==> config.mk <==
export PLATFORM = sky130hd
export DESIGN_NAME = bta_mul
export DESIGN_NICKNAME = d
export VERILOG_FILES = /design/src/rtl/bta_pkg.sv /design/src/rtl/bta_mul.sv
export SDC_FILE = /design/constraint.sdc
export NUM_CORES = 2
export LEC_CHECK = 0
export ABC_AREA = 1
export BUFFER_PORTS_ARGS = -buffer_cell sky130_fd_sc_hd__buf_2
export CAP_MARGIN = 15
export CORE_MARGIN = 2
export CORE_UTILIZATION = 65
export CTS_CLUSTER_SIZE = 25
export DETAILED_ROUTE_END_ITERATION = 16
export GPL_TIMING_DRIVEN = 0
export PLACE_DENSITY_LB_ADDON = 0.08
export SLEW_MARGIN = 20
export SYNTH_ARGS = -nofsm -noshare
export SYNTH_HDL_FRONTEND = slang
export SYNTH_SLANG_ARGS = --single-unit
==> constraint.sdc <==
create_clock -name i_clk -period 16.9 [get_ports i_clk]
set_input_delay 1.69 -clock i_clk [delete_from_list [all_inputs] [get_ports i_clk]]
set_output_delay 1.69 -clock i_clk [all_outputs]
set_load 0.01 [all_outputs]
==> src/rtl/bta_pkg.sv <==
// ----------------------------------------------------------------------------
// bta_pkg
// Shared types, constants and the CORDIC arctangent table for the bearing
// triangulation block.
// ----------------------------------------------------------------------------
package bta_pkg;

    // Default store depth
    localparam int MAX_BEARINGS_DEF = 16;

    // CORDIC: Q2.30 gain-compensated start value and step count
    localparam int                 CORDIC_STEPS = 30;
    localparam logic signed [32:0] CORDIC_GAIN  = 33'sh026DD3B6A;

    // Direction vector component width (Q2.30, range +/-2^30 inclusive)
    localparam int DIR_W  = 32;
    // Shared multiplier operand and product widths
    localparam int MUL_AW = 36;
    localparam int MUL_BW = 32;
    localparam int PROD_W = MUL_AW + MUL_BW;
    // Divider widths
    localparam int DVD_W  = PROD_W;
    localparam int DVS_W  = 33;
    localparam int QUO_W  = DVD_W + 1;

    localparam logic [30:0] THR_RESET = 31'd1074;

    // One observation
    typedef struct packed {
        logic signed [31:0] pos_x;
        logic signed [31:0] pos_y;
        logic        [15:0] bearing;
        logic               last;
    } t_obs;

    // One result
    typedef struct packed {
        logic signed [31:0] src_x;
        logic signed [31:0] src_y;
        logic               found;
        logic        [6:0]  pair_count;
    } t_res;

    // Start / done pair for the iterative units
    typedef struct packed {
        logic start;
        logic done;
    } t_unit_ctl;

    // atan(2^-i) in units of 2^-32 turn
    function automatic logic [31:0] atan_turn(input logic [4:0] idx);
        logic [31:0] v;
        case (idx)
            5'd0:    v = 32'h20000000;
            5'd1:    v = 32'h12E4051E;
            5'd2:    v = 32'h09FB385B;
            5'd3:    v = 32'h051111D4;
            5'd4:    v = 32'h028B0D43;
            5'd5:    v = 32'h0145D7E1;
            5'd6:    v = 32'h00A2F61E;
            5'd7:    v = 32'h00517C55;
            5'd8:    v = 32'h0028BE53;
            5'd9:    v = 32'h00145F2F;
            5'd10:   v = 32'h000A2F98;
            5'd11:   v = 32'h000517CC;
            5'd12:   v = 32'h00028BE6;
            5'd13:   v = 32'h000145F3;
            5'd14:   v = 32'h0000A2FA;
            5'd15:   v = 32'h0000517D;
            5'd16:   v = 32'h000028BE;
            5'd17:   v = 32'h0000145F;
            5'd18:   v = 32'h00000A30;
            5'd19:   v = 32'h00000518;
            5'd20:   v = 32'h0000028C;
            5'd21:   v = 32'h00000146;
            5'd22:   v = 32'h000000A3;
            5'd23:   v = 32'h00000051;
            5'd24:   v = 32'h00000029;
            5'd25:   v = 32'h00000014;
            5'd26:   v = 32'h0000000A;
            5'd27:   v = 32'h00000005;
            5'd28:   v = 32'h00000003;
            5'd29:   v = 32'h00000001;
            default: v = 32'h00000000;
        endcase
        return v;
    endfunction

endpackage

==> src/rtl/bta_mul.sv <==
// ----------------------------------------------------------------------------
// bta_mul
// Shared signed multiplier with a registered product and load enable.
// ----------------------------------------------------------------------------
module bta_mul (
    input  logic                                 i_clk,
    input  logic                                 i_en,
    input  logic signed [bta_pkg::MUL_AW-1:0]    i_a,
    input  logic signed [bta_pkg::MUL_BW-1:0]    i_b,
    output logic signed [bta_pkg::PROD_W-1:0]    o_p
);

    logic signed [bta_pkg::PROD_W-1:0] r_p;

    // Product register, held while not enabled
    always_ff @(posedge i_clk) begin
        if (i_en) begin
            r_p <= bta_pkg::PROD_W'(i_a) * bta_pkg::PROD_W'(i_b);
        end
    end

    assign o_p = r_p;

endmodule

==> impl_metrics.json <==
{
  "dieArea_um2": 71400,
  "top_level_ports": 138,
  "area_delta_synth_final_pct": 4.65,
  "crit_type": "in2reg",
  "syn_area_per_cell_um2": 7.95,
  "final.setup.tns_ps": 0,
  "grt_pass1_vias": 40200,
  "final_nets": 7246,
  "largest_reg_flops": 68,
  "cts_max_level": 3,
  "whs_path_depth": 4,
  "slew_headroom": 0.0970,
  "fp-row-count": 96,
  "synth_area_leaders": "fa_1 (53%), inv_1 (16%), nand2_1 (14%), ha_1 (5.3%), edfxtp_1 (4.5%)",
  "hold_violations": 0,
  "yosysMostFrequentCell": "inv_1",
  "cts.sink_count": 68,
  "cp.arrival_ps": 11400,
  "drive_above_1_share": 0.0401,
  "ant_nets": 0,
  "synth_top_area_cell": "fa_1",
  "dieWidth_um": 267,
  "syn_nets": 7128,
  "timing.final.crit_share": 0.670,
  "startpoint": "i_b[13]",
  "vias": 38600,
  "setup_viol": 0,
  "place_congestion": 1.09,
  "root_buffer": "clkbuf_16",
  "hold_class": "in2reg",
  "cts.path.max_buffers": 2,
  "critPathMaxFanout": 10,
  "vias_per_cell": 5.74,
  "clock.fmax_mhz": 88.4,
  "cts_setup_buffers": 0,
  "max_cap_viol_count": 0,
  "antenna_found_initial": 13,
  "drv_slew": 0,
  "drtPass1Iterations": 7,
  "numCtsBuffers": 9,
  "yosys_warnings": 0,
  "wl_per_cell_um": 26.3,
  "cp-end-kind": "flip-flop",
  "synthArstFlopShare": 0,
  "startpoint_type": "primary input",
  "postCtsHoldBufs": 0,
  "ys_seq_elements": 68,
  "hold_end": "o_p[1]",
  "tightest_slew_ps": 1350,
  "status": "finished, final reports clean",
  "fin_crit_ps": 11320,
  "grt_usage": 0.520,
  "start_util": 0.657,
  "die_h_um": 267,
  "grt_pass1_wl_um": 257000,
  "dpl.hpwl_um": 145000,
  "synth.cell_area_um2": 45000,
  "cp.required_ps": 16980,
  "cts_resized": 0,
  "synth_common_cells": "inv_1 (1891), nand2_1 (1635), fa_1 (1202)",
  "synth_ff_type": "edfxtp_1",
  "synthCells": 5664,
  "drt_iter0_drc": 4877,
  "cts_tree": "done",
  "gr-total-overflow": 0,
  "drt_drc_violations_left": 0,
  "rsz0062_at_grt": "false",
  "hold_start": "i_a[1]",
  "ys_seq_area_frac": 0.0453,
  "synth_edf_count": 68,
  "routed_wl_um": 177000,
  "port_buffers": 106,
  "yosysTopAreaCellShare": 0.534,
  "coreArea_um2": 68600,
  "grt_max_degree": 69,
  "clk_pin_slew_ps": 60,
  "synth.distinct_cells": 36
}
==> cell type report <==
class / instances / area (um2)
fill: 5760 / 21500
buffer: 235 / 923
timing repair buffer: 107 / 544
inverter: 1904 / 7150
antenna: 10 / 25.0
clock buffer: 10 / 229
sequential: 68 / 2040
multi-input combinational: 3457 / 35000
tap: 931 / 1160
clock inverter: 6 / 88.8
==> worst max-delay path: stages <==
cell and delay [ps]:
clkbuf_1 940, clkbuf_1 1000, nand2_1 290, fa_1 630, fa_1 450, inv_1 100, fa_1 430, fa_1 1060
inv_1 540, fa_1 630, inv_1 60, fa_1 530, inv_1 50, fa_1 500, inv_1 70, fa_1 480
ha_1 500, nand2_1 120, inv_1 90, nand2_1 110, nor3_2 280, nand2_1 210, nor3_1 190, nand2_1 210
nand3_1 140, nand2_1 80
==> kinds of logic (layout without fill, tap and decap cells) <==
group	Yosys count	after routing	synth area share
buffers and inverters	2139	2262	0.178
XOR/XNOR	34	34	0.00661
adder cells (fa/ha/maj)	1394	1394	0.588
AO/OA/AOI/OAI	97	97	0.0120
flip-flops	68	68	0.0453
AND/OR/NAND/NOR	1932	1932	0.170
other	0	10	0
==> per-layer routing <==
metal  GRT usage  up-vias  wire length, um
met5           0        -               14
met4       0.416        2            19200
met3       0.209      998            28000
met2       0.743     3220            72500
met1       0.624    18700            57300
li1            -    15700                -
==> cell usage in the layout (no fill, tap or decap), drive strengths merged, types with 32 or more instances in the layout <==
master and instances:
clkbuf 242, nand3 75, nand2 1663, fa 1202, xor2 32, edfxtp 68, nor2 135, buf 110
inv 1901, a21oi 65, ha 192
==> how the worst max path moves through the flow <==
stage,end,slack [ps],depth (start not counted)
2_1_floorplan,o_p[65],8280,28
3_3_place_gp,o_p[62],5710,28
3_5_place_dp,o_p[62],5680,28
4_1_cts,o_p[62],6020,28
5_1_grt,o_p[62],5590,26
6_report,o_p[62],5580,26
==> through the flow <==
| step | utilization | hold slack, ps | instances | setup WS [ps] | area (um2) |
|---|---|---|---|---|---|
| global placement | 0.681 | 2100 | 6701 | 5710 | 46700 |
| CTS | 0.686 | 1860 | 6718 | 6020 | 47100 |
| global route | 0.687 | 1890 | 6719 | 5590 | 47100 |
| detailed placement | 0.682 | 2100 | 6702 | 5680 | 46800 |
| finish | 0.687 | 1870 | 6728 | 5580 | 47100 |
| floorplan | - | 1800 | 5664 | 8280 | 45000 |
Power is left out: the tool's default activity adds up to more than one toggle a clock period on the data nets, which glitch-free logic cannot reach.
